--- src/sv/vtr_pkg.sv ---
// Shared types, codes and constants for the virtual trackball rotation unit.
package vtr_pkg;

  localparam logic [15:0] RADIUS_RST = 16'd26214;
  localparam logic signed [31:0] ONE_Q30 = 32'sh4000_0000;

  typedef logic signed [33:0] opnd_t;
  typedef logic signed [67:0] acc_t;

  typedef struct packed {
    logic              kind;
    logic signed [15:0] start_x;
    logic signed [15:0] start_y;
    logic signed [15:0] end_x;
    logic signed [15:0] end_y;
  } drag_req_t;

  typedef struct packed {
    logic signed [31:0] orient_w;
    logic signed [31:0] orient_x;
    logic signed [31:0] orient_y;
    logic signed [31:0] orient_z;
  } orient_t;

  typedef enum logic {OP_DIV, OP_SQRT} unit_op_t;

  typedef struct packed {
    logic        start;
    unit_op_t    op;
    logic [63:0] num;
    logic [32:0] den;
  } unit_req_t;

  typedef struct packed {
    logic        busy;
    logic        done;
    logic [63:0] result;
  } unit_rsp_t;

  typedef struct packed {
    logic  valid;
    logic  clear;
    logic  neg;
    opnd_t a;
    opnd_t b;
  } mac_req_t;

  typedef enum logic [3:0] {
    S_IDLE, S_R2, S_D2, S_ZSPH, S_DHYP, S_ZHYP, S_CROSS, S_NORM,
    S_LEN, S_TDIV, S_TW, S_RV, S_HAM, S_DONE
  } state_t;

endpackage

--- src/sv/vtr_mac.sv ---
// Registered multiplier feeding a signed accumulator.
module vtr_mac import vtr_pkg::*; (
  input  logic     clk,
  input  logic     rst,
  input  mac_req_t req,
  output acc_t     acc
);

  acc_t prod;
  logic v1, clr1, neg1;
  opnd_t a_s, b_s;

  assign a_s = req.a;
  assign b_s = req.b;

  always_ff @(posedge clk) begin
    if (rst) begin
      v1 <= 1'b0;
    end else begin
      v1 <= req.valid;
    end
    clr1 <= req.clear;
    neg1 <= req.neg;
    prod <= a_s * b_s;
    if (v1) begin
      acc <= (clr1 ? '0 : acc) + (neg1 ? -prod : prod);
    end
  end

endmodule

--- config.mk ---
export PLATFORM = sky130hd
export DESIGN_NAME = vtr_mac
export DESIGN_NICKNAME = d
export VERILOG_FILES = /design/src/sv/vtr_pkg.sv /design/src/sv/vtr_mac.sv
export SDC_FILE = /design/constraint.sdc
export NUM_CORES = 2
export LEC_CHECK = 0
export BUFFER_PORTS_ARGS = -buffer_cell sky130_fd_sc_hd__buf_2
export CAP_MARGIN = 40
export CELL_PAD_IN_SITES_DETAIL_PLACEMENT = 1
export CELL_PAD_IN_SITES_GLOBAL_PLACEMENT = 2
export CORE_UTILIZATION = 39
export CTS_BUF_LIST = sky130_fd_sc_hd__clkbuf_2 sky130_fd_sc_hd__clkbuf_4 sky130_fd_sc_hd__clkbuf_8
export CTS_CLUSTER_SIZE = 28
export DETAILED_ROUTE_END_ITERATION = 6
export GPL_TIMING_DRIVEN = 0
export PLACE_DENSITY_LB_ADDON = 0.1
export SLEW_MARGIN = 20
export SYNTH_ARGS = -nofsm -noshare
export SYNTH_HDL_FRONTEND = slang
export SYNTH_SLANG_ARGS = --single-unit
export TNS_END_PERCENT = 100
--- constraint.sdc ---
create_clock -name clk -period 9 [get_ports clk]
set_clock_uncertainty 0.05 [all_clocks]
set_input_delay 1.8 -clock clk [delete_from_list [all_inputs] [get_ports clk]]
set_output_delay 1.8 -clock clk [all_outputs]
set_load 0.01 [all_outputs]
==> out/results.md <==
| Item | This run |
|---|---|
| Result of the run | complete, no violations |
| Final Net Count | 7384 |
| Area of the mapped netlist | 50600 um2 |
| Sequential standard cell area | 3470 um2 |
| Unrepaired setup endpoints after global routing | true |
| Number of maximum-capacitance violations | 0 |
| WP data arrival | 9.38 ns |
| Fillers | 14800 |
| Area growth from synthesis to layout | 15.5% |
| Number of synthesized flops with an enable pin | 68 |
| Final TNS setup | 0 ns |
| Die extent in y | 362 um |
| Ys async rst share | 0% |
| TritonCTS Buffers | 25 |
| Dpl cell area | 55100 um2 |
| Length in cells of the worst reg-to-reg path | 18 |
| Sequential fraction of the synthesis area | 6.84% |
| Nature of the critical path startpoint | input pin |
| Final Cell Area | 58500 um2 |
| DRC violation count after routing | 0 |
| Pin count of the biggest net entering global routing | 60 |
| Buffers on Ports | 132 |
| Critical path fanouts, max | 7 |
| Worst max-slew margin expressed relative to the limit | 42.9% |
| Die area | 131000 um2 |
| Startpoint of the worst hold path | v1 |
| I/O pin cnt | 141 |
| Sinks on the clock net | 139 |
| Syn. warnings | 0 |
| Insertion delay of the later-clocked pin in the worst-skew pair | 0.55 ns |
| Clk Tree Root Cell | sky130_fd_sc_hd__clkbuf_8 |
| Worst setup path category | in -> reg |
| Net count after synthesis | 7047 |
| Synthesized area divided by synthesized cell count | 9.27 um2 |
| Count of antenna-violating nets left after detailed routing | 0 |
| Routability congestion estimate | 0.986 |
| Crit path largest cell delay | 0.66 ns |
| Aggregate global-route resource usage | 32.8% |
| Critical register-to-register path startpoint | prod[5] |
| Terminating pin of the worst hold path | acc[67] |
| Final worst path period share | 99.7% |
| Gate Count Post-Synth | 5460 |
| Initial antenna violation count | 16 |
| Worst-case hold slack | 0.539 ns |
| Number of different library cells in the post-synthesis netlist | 65 |
| Fmax | 111 MHz |
| Final Setup Violations | 0 |
| Clock tree from TritonCTS | built |
| Crit Reg-Reg Endpoint | acc[67] |
| Final slew viol count | 0 |
| First-pass GRT wire length | 306000 um |
| Initial standard-cell utilization of the core | 39.5% |
| Clock slew seen by the registers of the worst setup and hold paths | 0.09 ns |
| Post-route insts no fill | 7542 |
| Hold/Removal Path Class | reg -> reg |
| Sort of element at the end of the critical path | flip-flop |
| Core Region | 128000 um2 |
| Required time of the critical path | 9.41 ns |
| Worst-margin pin slew | 0.856 ns |
| Wirelength per Cell | 28.1 um |
| Horiz. Die Dim | 362 um |
| Iteration-0 DRC Markers | 2668 |
| Area taken by multi-input logic gates | 42800 um2 |
| Share of layout cells above drive strength 1 | 13.8% |
| Primary flip-flop cell chosen by synthesis mapping | sky130_fd_sc_hd__dfxtp_1 |
| Total gr overflow | 0 |
| Number of cells on the worst hold path | 0 |
| Worst-case clock buffer depth | 3 |
| Post-detailed-placement half-perimeter wirelength | 185000 um |
| Total routed wirelength | 212000 um |
| Via count of the first global-routing pass | 43600 |
| Rows | 131 |
| Detail-routed via count per cell | 5.23 |
| Post-Place Cells | 7448 |
| Maximum level of the CTS H-tree | 4 |
| Cell at the slowest stage of the critical path | sky130_fd_sc_hd__fa_2 |
| Count of endpoints failing hold in the final timing report | 0 |
| Post-synthesis sequential element count | 139 |
| R2R Setup Slk | 2.60 ns |
| Vias post-DR | 39500 |
| Critical Path Most Common Cell | sky130_fd_sc_hd__fa_1 |
| Shortest clock period the worst path allows after layout | 8.97 ns |
| Number of detailed-routing iterations run before antenna repair | 5 |
-- per-layer routing --
metal,up-vias,GRT usage (%),share of wire (%)
li1,16900,-,-
met1,20800,45.2,43
met2,1446,51.8,44
met3,276,6.35,8.3
met4,8,10.9,4.2
met5,-,0,0.024
-- critical path, delay by kind of cell --
kind	cells	cell delay, ns
AND/OR/NAND/NOR	2	0.18
adder cells (fa/ha/maj)	9	4.06
buffers and inverters	10	1.65
XOR/XNOR	1	0.15
AO/OA/AOI/OAI	8	1.53
-- layout make-up --
class / instances / share of cell area (%)
Timing Repair Buffer: 323 / 5.15
Buffer: 257 / 3.50
Inverter: 1226 / 7.89
Sequential cell: 139 / 5.93
Tap cell: 1729 / 3.70
Antenna cell: 11 / 0.0471
Clock buffer: 27 / 0.614
Clock inverter: 5 / 0.0385
Multi-Input combinational cell: 3825 / 73.1
-- cell families (layout without fill, tap and decap cells) --
| logic type | after synthesis | in the layout | share of synthesized area (%) |
|---|---|---|---|
| and+or+nand+nor | 1607 | 1607 | 16.4 |
| buffers and inverters | 1496 | 1838 | 11.1 |
| muxes | 1 | 1 | 0.0198 |
| xor gates and xnor gates | 205 | 205 | 3.55 |
| AOI/OAI and AO/OA | 498 | 498 | 6.28 |
| DFF | 139 | 139 | 6.84 |
| adders and majority gates | 1514 | 1514 | 55.9 |
| other | 0 | 11 | 0 |
-- cell usage in the layout (no fill, tap or decap), types with 24 or more instances in the layout --
master                     netlist  routed
sky130_fd_sc_hd__o31ai_1        31      26
sky130_fd_sc_hd__fa_1         1242    1163
sky130_fd_sc_hd__clkbuf_8        0      39
sky130_fd_sc_hd__nand3_1        40      40
sky130_fd_sc_hd__fa_2            0      79
sky130_fd_sc_hd__xnor2_1       166     166
sky130_fd_sc_hd__nand2_1       616     607
sky130_fd_sc_hd__clkbuf_4        0      39
sky130_fd_sc_hd__xor2_1         39      39
sky130_fd_sc_hd__buf_2           0     106
sky130_fd_sc_hd__buf_6           0     134
sky130_fd_sc_hd__clkbuf_2        0      36
sky130_fd_sc_hd__nor2b_1        80      79
sky130_fd_sc_hd__buf_4           0     103
sky130_fd_sc_hd__and2_1        625     616
sky130_fd_sc_hd__inv_2           0      33
sky130_fd_sc_hd__clkbuf_1      270      76
sky130_fd_sc_hd__a31oi_1        25      24
sky130_fd_sc_hd__edfxtp_1       68      68
sky130_fd_sc_hd__nor2_1        102      97
sky130_fd_sc_hd__o21ai_0       102      87
sky130_fd_sc_hd__a21oi_1       151     130
sky130_fd_sc_hd__buf_8           0      47
sky130_fd_sc_hd__inv_1        1226    1189
sky130_fd_sc_hd__ha_1          272     239
sky130_fd_sc_hd__a21o_1         61      60
sky130_fd_sc_hd__dfxtp_1        71      70
-- sequential cells by signal, summed over array words and instances (netlist names) --
name and cells:
acc 68, prod 68, clr1 1, neg1 1, v1 1
-- worst max path at each step --
| stage | depth (start not counted) | from | endpoint |
|---|---|---|---|
| finish | 30 | req[34] | prod[51] |
| global route | 23 | req[44] | prod[31] |
| CTS | 27 | req[20] | prod[66] |
| detailed placement | 25 | req[1] | prod[66] |
| global placement | 24 | req[2] | prod[66] |
| floorplan | 28 | req[4] | prod[65] |
-- Yosys cell counts (all sizes together) (6+ instances only) --
library cell  instances  area [um2]
nand4                21         131
inv                1226        4600
a21boi                6        45.0
nand2b               16         100
a31oi                25         156
or4                  14         124
a2111oi              10        87.6
a211oi               15         113
and4                  7        61.3
and3                 23         144
o41ai                15         139
nor3                 22         110
xor2                 39         342
o31ai                31         233
a21oi               151         756
edfxtp               68        2040
o211ai               12        90.1
and2                625        3910
or3                  18         138
o21a                 11        82.6
xnor2               166        1450
nor2                102         383
nand3                40         200
or2                   6        37.5
nor2b                80         500
nand2               616        2310
fa                 1242       24900
a21o                 61         458
o21bai               18         135
nor4                 10        68.8
clkbuf              270        1010
o21ai               103         519
ha                  272        3400
dfxtp                71        1420
-- metrics by stage --
stage | utilization [%] | worst slack, ns
after floorplan | - | 0.0324
after global placement | 41.7 | -2.76
after detailed placement | 43.0 | -2.71
after CTS | 44.5 | -0.109
after global routing | 45.6 | -0.117
final | 45.6 | 0.0273
-- timing repair --
item / CTS / global route
pin swaps: 58 / 136
buffers inserted: 24 / 44
hold buffers: 0 / 0
gates cloned: 0 / 3
setup endpoints to repair: 43 / 27
gates resized for setup: 445 / 503
endpoints found under the hold margin: 0 / 0
Power is left out: the tool's default activity adds up to more than one toggle a clock period on the data nets, which glitch-free logic cannot reach.
