### src/sv/vtr_pkg.sv
// Shared types, codes and constants for the virtual trackball rotation unit.
package vtr_pkg;

  localparam logic [15:0] RADIUS_RST = 16'd26214;
  localparam logic signed [31:0] ONE_Q30 = 32'sh4000_0000;

  typedef logic signed [33:0] opnd_t;
  typedef logic signed [67:0] acc_t;

  typedef struct packed {
    logic              kind;
    logic signed [15:0] start_x;
    logic signed [15:0] start_y;
    logic signed [15:0] end_x;
    logic signed [15:0] end_y;
  } drag_req_t;

  typedef struct packed {
    logic signed [31:0] orient_w;
    logic signed [31:0] orient_x;
    logic signed [31:0] orient_y;
    logic signed [31:0] orient_z;
  } orient_t;

  typedef enum logic {OP_DIV, OP_SQRT} unit_op_t;

  typedef struct packed {
    logic        start;
    unit_op_t    op;
    logic [63:0] num;
    logic [32:0] den;
  } unit_req_t;

  typedef struct packed {
    logic        busy;
    logic        done;
    logic [63:0] result;
  } unit_rsp_t;

  typedef struct packed {
    logic  valid;
    logic  clear;
    logic  neg;
    opnd_t a;
    opnd_t b;
  } mac_req_t;

  typedef enum logic [3:0] {
    S_IDLE, S_R2, S_D2, S_ZSPH, S_DHYP, S_ZHYP, S_CROSS, S_NORM,
    S_LEN, S_TDIV, S_TW, S_RV, S_HAM, S_DONE
  } state_t;

endpackage

### src/sv/vtr_divsqrt.sv
// Shared bit-serial unsigned divider and integer square root.
module vtr_divsqrt import vtr_pkg::*; (
  input  logic      clk,
  input  logic      rst,
  input  unit_req_t req,
  output unit_rsp_t rsp
);

  unit_op_t    op;
  logic [63:0] num_sh;
  logic [32:0] rem;
  logic [32:0] den;
  logic [63:0] quo;
  logic [6:0]  cnt;
  logic        busy;
  logic        done;

  logic [33:0] dv_trial, dv_diff;
  logic        dv_ge;
  logic [34:0] sq_trial, sq_cand, sq_diff;
  logic        sq_ge;

  assign dv_trial = {rem, num_sh[63]};
  assign dv_ge    = dv_trial >= {1'b0, den};
  assign dv_diff  = dv_trial - {1'b0, den};
  assign sq_trial = {rem, num_sh[63:62]};
  assign sq_cand  = {1'b0, quo[31:0], 2'b01};
  assign sq_ge    = sq_trial >= sq_cand;
  assign sq_diff  = sq_trial - sq_cand;

  always_ff @(posedge clk) begin
    if (rst) begin
      busy <= 1'b0;
      done <= 1'b0;
      cnt  <= '0;
    end else begin
      done <= 1'b0;
      if (req.start) begin
        busy   <= 1'b1;
        op     <= req.op;
        num_sh <= req.num;
        den    <= req.den;
        rem    <= '0;
        quo    <= '0;
        cnt    <= (req.op == OP_DIV) ? 7'd64 : 7'd32;
      end else if (busy) begin
        unique case (op)
          OP_DIV: begin
            rem    <= dv_ge ? dv_diff[32:0] : dv_trial[32:0];
            quo    <= {quo[62:0], dv_ge};
            num_sh <= {num_sh[62:0], 1'b0};
          end
          OP_SQRT: begin
            rem    <= sq_ge ? sq_diff[32:0] : sq_trial[32:0];
            quo    <= {quo[62:0], sq_ge};
            num_sh <= {num_sh[61:0], 2'b00};
          end
          default: ;
        endcase
        cnt <= cnt - 7'd1;
        if (cnt == 7'd1) begin
          busy <= 1'b0;
          done <= 1'b1;
        end
      end
    end
  end

  assign rsp.busy   = busy;
  assign rsp.done   = done;
  assign rsp.result = quo;

endmodule

### config.mk
export PLATFORM = sky130hd
export DESIGN_NAME = vtr_divsqrt
export DESIGN_NICKNAME = d
export VERILOG_FILES = /design/src/sv/vtr_pkg.sv /design/src/sv/vtr_divsqrt.sv
export SDC_FILE = /design/constraint.sdc
export NUM_CORES = 1
export LEC_CHECK = 0
export BUFFER_PORTS_ARGS = -buffer_cell sky130_fd_sc_hd__buf_2
export CAP_MARGIN = 15
export CORE_UTILIZATION = 62
export CTS_CLUSTER_DIAMETER = 30
export DETAILED_ROUTE_END_ITERATION = 12
export PLACE_DENSITY = 0.88
export SLEW_MARGIN = 20
export SYNTH_ARGS = -nofsm -noshare
export SYNTH_HDL_FRONTEND = slang
export SYNTH_SLANG_ARGS = --single-unit
### constraint.sdc
create_clock -name clk -period 28.9 [get_ports clk]
set_input_delay 4.335 -clock clk [delete_from_list [all_inputs] [get_ports clk]]
set_output_delay 4.335 -clock clk [all_outputs]
set_load 0.05 [all_outputs]
==> impl_results.md, run 1 <==
* Post-synthesis async set-or-reset flop share at 0%
* Vias in the first global route at around 10000
* Worst Setup End Kind: register
* Nets@finish at 1632
* Setup TNS at 0 ps
* # setup viols final at 0
* CTS Hold Buffers Added at 0
* Max Cap Violations at 0
* Crit path top cell by count: buf_4
* Yosys warns at 0
* Largest net degree at the start of global routing at between 100 and 150
* Max IR drop VDD at approximately 0.055 mV
* Post-Syn Area at 12900 µm²
* Slowest cell on crit path: buf_4
* CP Data Arrival Time at 7010 ps
* Synth cell types at 73
* Startpoint types: input pin
* Post-synth EDFFs at a little under 200
* Rel. slew slack at 36.2%
* Io pins at ~170
* Pre-CTS setup slack at ~22000 ps
* Filler cells at 1340
* Kind of critical path: in2reg
* Reg2Reg Setup Slack at 24770 ps
* Clk sinks at a little over 200
* Pwr Total at 1.12 mW
* Clk_skew at roughly 14 ps
* Ant. Diodes at 0
* WL/cell at between 15 and 20 µm
* Post-CTS Setup Bufs at 0
* Share of layout cells above drive strength 1 at between 10% and 20%
* Synthesized flop and latch total at a little over 200
* Seq/Total Area, Yosys at a little under half
* Most used flip-flop cell after synthesis: edfxtp_1
* Max-slew violations at 0
* Num CTS Buffers at slightly above 40
* CP required at 29050 ps
* Final hold vios at 0
* First-pass GRT wire length at around 53000 µm
* Area Growth Syn to Fin at 19.0%
* Vias at 10900
* Htree depth at 2
* Synthesized net count at about 1500
* Cells after DPL at around 1700
* Unrepaired setup endpoints after global routing: no
* Post-CTS Resized at 0
* Slew @ Worst Pin at roughly 960 ps
* F_max at 0.146 GHz
* Drt pass-1 iters at 6
* PortBufs at between 150 and 200
* Initial DRC count at approximately 1300
* Routability cong. at around 0.93
* Critical path's top delay family: buffers and inverters
* Post-DR vias/cell at around 6.2
* Pwr per Cell Area at 73.0 nW/µm²
* CTS max path bufs at 3
* Period utilisation layout at between 20% and 30%
* Detailed-route DRC error count at 0
* Root Buffer: clkbuf_16
* Final worst slack at between 20000 and 25000 ps
* Syn_area_per_cell at around 10 µm²
* Die height at 146 µm
* Post-Syn Instances at 1310
* CP max FO at 145
* Total core area at roughly 20000 µm²
* Global-route usage over all layers at 30.8%
* Post-DRT Antenna Nets at 0
* DIE AREA at about 21000 µm²
* Starting Density at 63.5%
* WP buf/inv at 4
* Chip width at 146 µm
* Post-Route WL at between 30000 and 40000 µm
* Worst min-delay path class: reg2reg
* # rows at 52
* Static Leak at 6.52 nW
* Post-Layout Cell Count at roughly 1800
* Status: completed
* Clk pin slew, worst setup/hold paths at roughly 50 ps
* Critical path, cell by cell: buf_6 > inv_1 > a21oi_4 > buf_4 > buf_4
* Skew-Pair Late Insertion Delay at approximately 530 ps
* Total gr overflow at 0
* Slowest stage delay, CP at between 700 and 800 ps
* CTS tree: built
* Post-DP HPWL at between 20000 and 25000 µm
* Final min period at 6860 ps
* Initial antenna violation count at 0
==> final cells by class <==
class | count | area, µm² | area share [%]
Multi-Input combinational cell | 951 | 6300 | 40.9
Sequential cell | 204 | 6040 | 39.2
Clock buffer | 43 | 1060 | 6.92
Timing Repair Buffer | 174 | 897 | 5.83
Clock inverter | 33 | 428 | 2.78
Tap cell | 270 | 338 | 2.19
Inverter | 89 | 334 | 2.17
==> cells by family (layout without fill, tap and decap cells) <==
| kind of cell | after synthesis | after routing | share of synthesized area (%) |
|---|---|---|---|
| AND/OR/NAND/NOR | 399 | 399 | 14.4 |
| AO/OA/AOI/OAI | 358 | 358 | 18.2 |
| flip-flops | 204 | 204 | 46.6 |
| buffers and inverters | 155 | 339 | 4.93 |
| adder cells (fa/ha/maj) | 70 | 70 | 6.83 |
| multiplexers | 68 | 68 | 5.27 |
| XOR/XNOR | 56 | 56 | 3.79 |
==> cells in the final DEF (no fill, tap or decap), types with 9 or more instances in the layout <==
master     instances
nor2_1            83
mux2i_1           67
buf_2            165
nand4_1            9
clkbuf_16         42
o211ai_1           9
nor3_1            22
xnor2_1           36
nor2b_1           36
nand3_1           23
or3_1             11
o21bai_1          12
o211a_1           11
dfxtp_1            9
a211oi_1          23
ha_1              69
a311oi_1          22
a21oi_1           86
nand2_1          162
edfxtp_1         195
a21o_1            20
xor2_1            20
o21a_1            18
inv_1             88
o21ai_0           98
==> Yosys cell counts (36+ instances only) <==
cell        n  share of area (%)
edfxtp_1  195                 45
nand2_1   162                4.7
o21ai_0    98                3.8
inv_1      88                2.6
a21oi_1    87                3.4
nor2_1     84                2.4
ha_1       69                6.7
mux2i_1    67                5.2
clkbuf_1   41                1.2
nor2b_1    36                1.7
xnor2_1    36                2.4
==> state kept, by name, indices dropped and copies added, names as in the netlist <==
register / count
busy: 1
rem: 33
cnt: 7
den: 33
quo: 64
num_sh: 64
op: 1
done: 1
==> tightest hold or removal path, delay by kind of cell, from the launching register on <==
family          cells  cell delay (ps)
compound gates      1               50
flops               1              310
simple gates        1              100
==> stage by stage <==
step	area (µm²)	hold slack [ps]	utilization (%)
floorplan	12900	471	-
global placement	13900	483	68.2
detailed placement	13900	504	68.2
CTS	15400	507	75.6
global route	15400	572	75.6
finish	15400	502	75.6
==> per-layer routing <==
layer | track usage [%] | up-vias | routed length (µm)
met5 | 0 | - | 0
met4 | 13.4 | 0 | 1210
met3 | 6.22 | 100 | 3080
met2 | 47.5 | 590 | 14900
met1 | 42.4 | 5117 | 13400
li1 | - | 5134 | -
==> worst paths after layout <==
path | start | end | cells past startpoint
worst min-delay path | cnt[1]$_SDFFE_PP0N_ | cnt[1]$_SDFFE_PP0N_ | 2
worst max-delay path | req[98] | quo[36]$_SDFFCE_PP0P_ | 5
worst max register to register | num_sh[63]$_DFFE_PP_ | rem[31]$_SDFFCE_PP0P_ | 13
worst min register to register | cnt[1]$_SDFFE_PP0N_ | cnt[1]$_SDFFE_PP0N_ | 2
==> power by group <==
part	switching, mW	leakage (nW)	internal, mW	total, mW
clock network	0.163	0.717	0.342	0.505
logic	0.156	3.85	0.0915	0.247
registers	0.0182	1.96	0.353	0.371
No activity file was read; power rests on OpenSTA's default activity.
==> run 2: changes to the inputs <==
--- a/config.mk
+++ b/config.mk
@@ -7,10 +7,10 @@
 export LEC_CHECK = 0
 export BUFFER_PORTS_ARGS = -buffer_cell sky130_fd_sc_hd__buf_2
 export CAP_MARGIN = 15
-export CORE_UTILIZATION = 62
+export CORE_UTILIZATION = 53
 export CTS_CLUSTER_DIAMETER = 30
 export DETAILED_ROUTE_END_ITERATION = 12
-export PLACE_DENSITY = 0.88
+export PLACE_DENSITY = 0.8
 export SLEW_MARGIN = 20
 export SYNTH_ARGS = -nofsm -noshare
 export SYNTH_HDL_FRONTEND = slang
==> constraint.sdc (replaced) <==
create_clock -name clk -period 5.7 [get_ports clk]
set_input_delay 0.855 -clock clk [delete_from_list [all_inputs] [get_ports clk]]
set_output_delay 0.855 -clock clk [all_outputs]
set_load 0.05 [all_outputs]
==> run 2 against run 1 <==
Die area rose by 17%. Critical endpoint is now rem[31]$_SDFFCE_PP0P_. Total power grew to 5.0 times the previous value. Wire length fell by 3.5%. Via count down 4.1%. Critical path depth is 4 higher. Clock skew down 1.0 ps. Clock power rose to 5.0 times the previous value. Hold slack got worse by 1.6 ps. Non-clock buffer count unchanged. Critical path type is now reg2reg. Cell count is 3.1% higher. Register-to-register slack worse by 23000 ps. Sequential power grew to 5.0 times the previous value.
==> impl_results.md, run 2 (same netlist as run 1, synthesis figures left out) <==
* Status: completed
* CP Data Arrival Time at roughly 4200 ps
* Top flop regs: num_sh (64), quo (64)
* Post-DR vias/cell at just under 6
* CTS max path bufs at 3
* Clk sinks at roughly 200
* Root Buffer: clkbuf_16
* Die height at 158 µm
* Vias at 10500
* Drt pass-1 iters at 6
* Slew @ Worst Pin at ~1000 ps
* Post-Layout Cell Count at roughly 1800
* Final hold vios at 0
* F_max at around 0.26 GHz
* Pwr per Cell Area at 363 nW/µm²
* Rel. slew slack at a little under a third
* Io pins at around 170
* Wl on met1 at ~14000 µm
* Unrepaired setup endpoints after global routing: no
* Total gr overflow at 0
* Startpoint types: register
* DIE AREA at 25000 µm²
* Post-CTS Resized at 0
* PortBufs at between 150 and 200
* Total core area at 23700 µm²
* Routed wl met3 at around 2600 µm
* Sw Share at between 20% and 30%
* Nets@finish at roughly 1600
* Initial antenna violation count at 1
* Htree depth at 2
* # rows at between 50 and 60
* WL/cell at between 15 and 20 µm
* Post-DRT Antenna Nets at 0
* Post-Route WL at between 30000 and 40000 µm
* Switching power at 1.69 mW
* CTS tree: built
* Post-DP HPWL at between 20000 and 25000 µm
* Most common cell after layout, fill and taps aside: edfxtp_1
* Period utilisation layout at 68.0%
* Routed wl met2 at about 14000 µm
* First-pass GRT wire length at 49100 µm
* Num CTS Buffers at 45
* Setup TNS at 0 ps
* Combinational Power Share at between 20% and 30%
* Commonest cells after routing, fill and taps aside: edfxtp_1, buf_2, nand2_1
* Cells after DPL at roughly 1700
* Chip width at 158 µm
* Sequential power share at 33.3%
* Area Growth Syn to Fin at 19.5%
* CTS Hold Buffers Added at 0
* Initial DRC count at 1110
* Clk pin slew, worst setup/hold paths at 50 ps
* Post-CTS Setup Bufs at 0
* Clk_skew at roughly 13 ps
* Max Cap Violations at 0
* Share of layout cells above drive strength 1 at between 10% and 20%
* Kind of critical path: reg2reg
* # setup viols final at 0
* Top Layer Used: met4
* Skew-Pair Late Insertion Delay at between 500 and 600 ps
* Max-slew violations at 0
* Final min period at ~3900 ps
* Int Pwr at approximately 3.9 mW
* Detailed-route DRC error count at 0
* Vias in the first global route at 9626
* Routability cong. at around 0.93
* Starting Density at between 50 and 60%
* CP max FO at 32
* Largest net degree at the start of global routing at around 190
* Max IR drop VDD at around 0.25 mV
* Worst min-delay path class: in2reg
* CP required at about 6000 ps
* Ant. Diodes at 0
* Static Leak at between 6 and 7 nW
* Pwr Total at around 5.6 mW
* Clk network pwr share at 44.5%
* Global-route usage over all layers at approximately a quarter
* Worst Setup End Kind: register
-- run 2: cell count changes in the layout (fill, tap and decap cells not counted), sizes merged --
cell	change
inv	-5
clkinvlp	-3
bufinv	-3
clkbuf	+9
clkinv	+7
-- run 2: power by group through the flow --
stage,clock [mW],combinational (mW),sequential [mW]
after global placement,0,1.20,1.89
after CTS,2.53,1.23,1.87
after global routing,2.60,1.37,1.88
final,2.50,1.25,1.87
after detailed placement,0,1.22,1.89
after floorplan,0,0.861,1.96
-- run 2: layer usage --
metal | vias to the layer above | global-route usage (%)
met1 | 4909 | 36.9
met4 | 0 | 7.65
li1 | 5135 | -
met5 | - | 0
met3 | 56 | 4.27
met2 | 395 | 37.1
-- run 2: path summary, 6_finish.rpt --
path / from / endpoint / slack (ps) / cells after the start
min reg2reg: cnt[1]$_SDFFE_PP0N_ / cnt[1]$_SDFFE_PP0N_ / 530 / 2
max: rem[26]$_SDFFCE_PP0P_ / rem[31]$_SDFFCE_PP0P_ / 1830 / 9
max reg2reg: rem[26]$_SDFFCE_PP0P_ / rem[31]$_SDFFCE_PP0P_ / 1830 / 9
min: req[2] / den[2]$_DFFE_PP_ / 500 / 1
-- run 2: area by class of cell --
| cell class | instances | area (µm²) |
|---|---|---|
| fill | 1918 | 8210 |
| multi-input combinational | 951 | 6300 |
| sequential | 204 | 6040 |
| clock buffer | 52 | 1160 |
| timing repair buffer | 174 | 922 |
| tap | 319 | 399 |
| inverter | 89 | 334 |
| clock inverter | 29 | 317 |
-- run 2: through the flow --
stage	utilization, %	setup WS [ps]	hold slack (ps)	cell area (µm²)
final	65.3	1830	500	15500
after global routing	65.3	1620	487	15500
after CTS	65.3	1580	485	15500
after detailed placement	59.1	1700	502	14000
after global placement	59.1	1850	481	14000
after floorplan	-	1290	471	13000
-- run 2: worst max-delay path: stages, from the launching register on --
cell and delay, ps:
edfxtp_1 520, ha_1 500, nand4_2 180, or3_1 430, or4_1 420, o31ai_1 240, a211o_2 250, or2_2 500
mux2i_1 200, a2111oi_2 420
==> run 3: changes to the inputs <==
--- a/config.mk
+++ b/config.mk
@@ -7,10 +7,10 @@
 export LEC_CHECK = 0
 export BUFFER_PORTS_ARGS = -buffer_cell sky130_fd_sc_hd__buf_2
 export CAP_MARGIN = 15
-export CORE_UTILIZATION = 53
+export CORE_UTILIZATION = 59
 export CTS_CLUSTER_DIAMETER = 30
 export DETAILED_ROUTE_END_ITERATION = 12
-export PLACE_DENSITY = 0.8
+export PLACE_DENSITY = 0.84
 export SLEW_MARGIN = 20
 export SYNTH_ARGS = -nofsm -noshare
 export SYNTH_HDL_FRONTEND = slang
==> constraint.sdc (replaced) <==
create_clock -name clk -period 3.85 [get_ports clk]
set_input_delay 0.5775 -clock clk [delete_from_list [all_inputs] [get_ports clk]]
set_output_delay 0.5775 -clock clk [all_outputs]
set_load 0.05 [all_outputs]
==> run 3 against run 2 <==
Fmax rose by 5.9%. Global-route usage rose by 3.4 points. Total power rose by 43%. Sequential share of layout area rose by 0.37 points. Design area fell by 0.93%. Highest routed layer unchanged. Clock skew rose by 5.6 ps. Register-to-register slack got worse by 1600 ps. First-iteration DRC count fell by 13%. Sequential cell count did not move. Critical path type unchanged.
==> impl_results.md, run 3 (same netlist as run 1, synthesis figures left out) <==
* Post-Route WL at roughly 32000 µm
* WP buf/inv at 2
* Slowest cell on crit path: edfxtp_1
* Worst min-delay path class: in2reg
* Nets@finish at 1637
* Root Buffer: clkbuf_16
* Post-CTS Setup Bufs at 0
* Post-DP HPWL at around 22000 µm
* Chip width at roughly 150 µm
* Area Growth Syn to Fin at 18.4%
* Cell area after placement at around 14000 µm²
* Routability cong. at between 0.9 and 1
* Most common cell after layout, fill and taps aside: edfxtp_1
* Post-DRT Antenna Nets at 0
* Initial DRC count at 971
* Total gr overflow at 0
* Initial antenna violation count at 1
* Skew-Pair Late Insertion Delay at ~530 ps
* PortBufs at around 170
* Top flop regs: num_sh (64), quo (64)
* Static Leak at roughly 6.5 nW
* Die height at approximately 150 µm
* Vias in the first global route at 10100
* CP max FO at 32
* F_max at between 0.2 and 0.3 GHz
* Detailed-route DRC error count at 0
* Setup TNS at 0 ps
* # rows at 53
* DIE AREA at approximately 23000 µm²
* Clk_skew at around 19 ps
* Slew @ Worst Pin at roughly 970 ps
* Pwr per Cell Area at 524 nW/µm²
* Total core area at around 21000 µm²
* Clk pin slew, worst setup/hold paths at roughly 50 ps
* Startpoint types: register
* WL/cell at ~18 µm
* Ant. Diodes at 0
* Period utilisation layout at between 90% and 100%
* Status: completed
* Clk sinks at between 200 and 250
* Max IR drop VDD at about 0.35 mV
* Vias at 10700
* Commonest cells after routing, fill and taps aside: edfxtp_1, buf_2, nand2_1
* CTS tree: built
* Post-CTS Resized at 0
* Htree depth at 2
* Slowest stage delay, CP at 480 ps
* Starting Density at between 60% and 70%
* Worst Setup End Kind: register
* Num CTS Buffers at 40
* Share of layout cells above drive strength 1 at 18.1%
* Unrepaired setup endpoints after global routing: no
* Design area at around 15000 µm²
* Io pins at 167
* Hold Slack at 227 ps
* CTS max path bufs at 3
* # setup viols final at 0
* Drt pass-1 iters at 5
* Global-route usage over all layers at between 20 and 30%
* Critical path's top delay family: compound AO/OA/AOI/OAI gates
* Max-slew violations at 0
* Pwr Total at 8.03 mW
* CP Data Arrival Time at 3980 ps
* First-pass GRT wire length at 50300 µm
* CP required at approximately 4200 ps
* Kind of critical path: reg2reg
* Max Cap Violations at 0
* Rel. slew slack at about a third
* Post-DR vias/cell at 6.03
* Critical path, cell by cell: inv_1 > ha_1 > inv_1 > fa_1 > a21oi_1 > o22ai_1 > o221ai_1 > a21oi_1 > o211ai_1 > a21oi_2 > or2_4 > mux2i_1 > a2111oi_2
* Largest net degree at the start of global routing at around 110
* Final min period at 3660 ps
* CTS Hold Buffers Added at 0
* Final hold vios at 0
==> run 3: cell types whose count changed in the layout (fill, tap and decap cells not counted), sizes merged <==
cell	previous run	this run
clkbuf	52	43
bufinv	5	2
clkinv	23	15
buf	174	180
inv	88	99
clkinvlp	2	4
==> run 3: stage by stage <==
| stage | std cells | setup WS, ps | utilization, % |
|---|---|---|---|
| after floorplan | 1310 | 14.1 | - |
| after global placement | 1699 | 261 | 65.7 |
| after detailed placement | 1699 | 141 | 65.7 |
| after CTS | 1773 | 84.0 | 71.9 |
| after global routing | 1773 | 7.52 | 72.0 |
| final | 1773 | 193 | 72.0 |
==> run 3: path summary, 6_finish.rpt <==
check | endpoint | start | cells after the start | slack [ps]
worst max-delay path | rem[31]$_SDFFCE_PP0P_ | num_sh[63]$_DFFE_PP_ | 13 | 190
worst min-delay path | den[30]$_DFFE_PP_ | req[30] | 1 | 230
worst max register to register | rem[31]$_SDFFCE_PP0P_ | num_sh[63]$_DFFE_PP_ | 13 | 190
worst min register to register | cnt[1]$_SDFFE_PP0N_ | cnt[1]$_SDFFE_PP0N_ | 2 | 500
==> run 3: where the power goes <==
part	total (mW)	switching, mW	internal, mW
Combinational	1.89	1.19	0.707
Sequential	2.76	0.119	2.65
Clock	3.38	1.24	2.13
Total	8.03	2.55	5.48
==> run 3: worst reg2reg max path, stage by stage (launching register included) <==
cell and delay (ps):
edfxtp_1 480, inv_1 160, ha_1 180, inv_1 50
fa_1 400, a21oi_1 230, o22ai_1 140, o221ai_1 250
a21oi_1 160, o211ai_1 300, a21oi_2 150, or2_4 390
mux2i_1 190, a2111oi_2 370
==> run 3: final cells by class <==
| class | instances | area (µm²) |
|---|---|---|
| clock buffers | 43 | 1030 |
| clock inverters | 31 | 304 |
| fillers | 1549 | 5960 |
| inverters | 89 | 337 |
| multi-input cells | 951 | 6300 |
| flip-flops and latches | 204 | 6040 |
| well taps | 275 | 344 |
| repair buffers | 180 | 971 |
==> run 3: routing by layer <==
metal | vias to the layer above | share of wire [%] | global-route usage [%]
li1 | 5144 | - | -
met1 | 5022 | 44 | 40.5
met2 | 472 | 45 | 43.5
met3 | 48 | 9.1 | 6.12
met4 | 0 | 1.7 | 8.13
met5 | - | 0 | 0
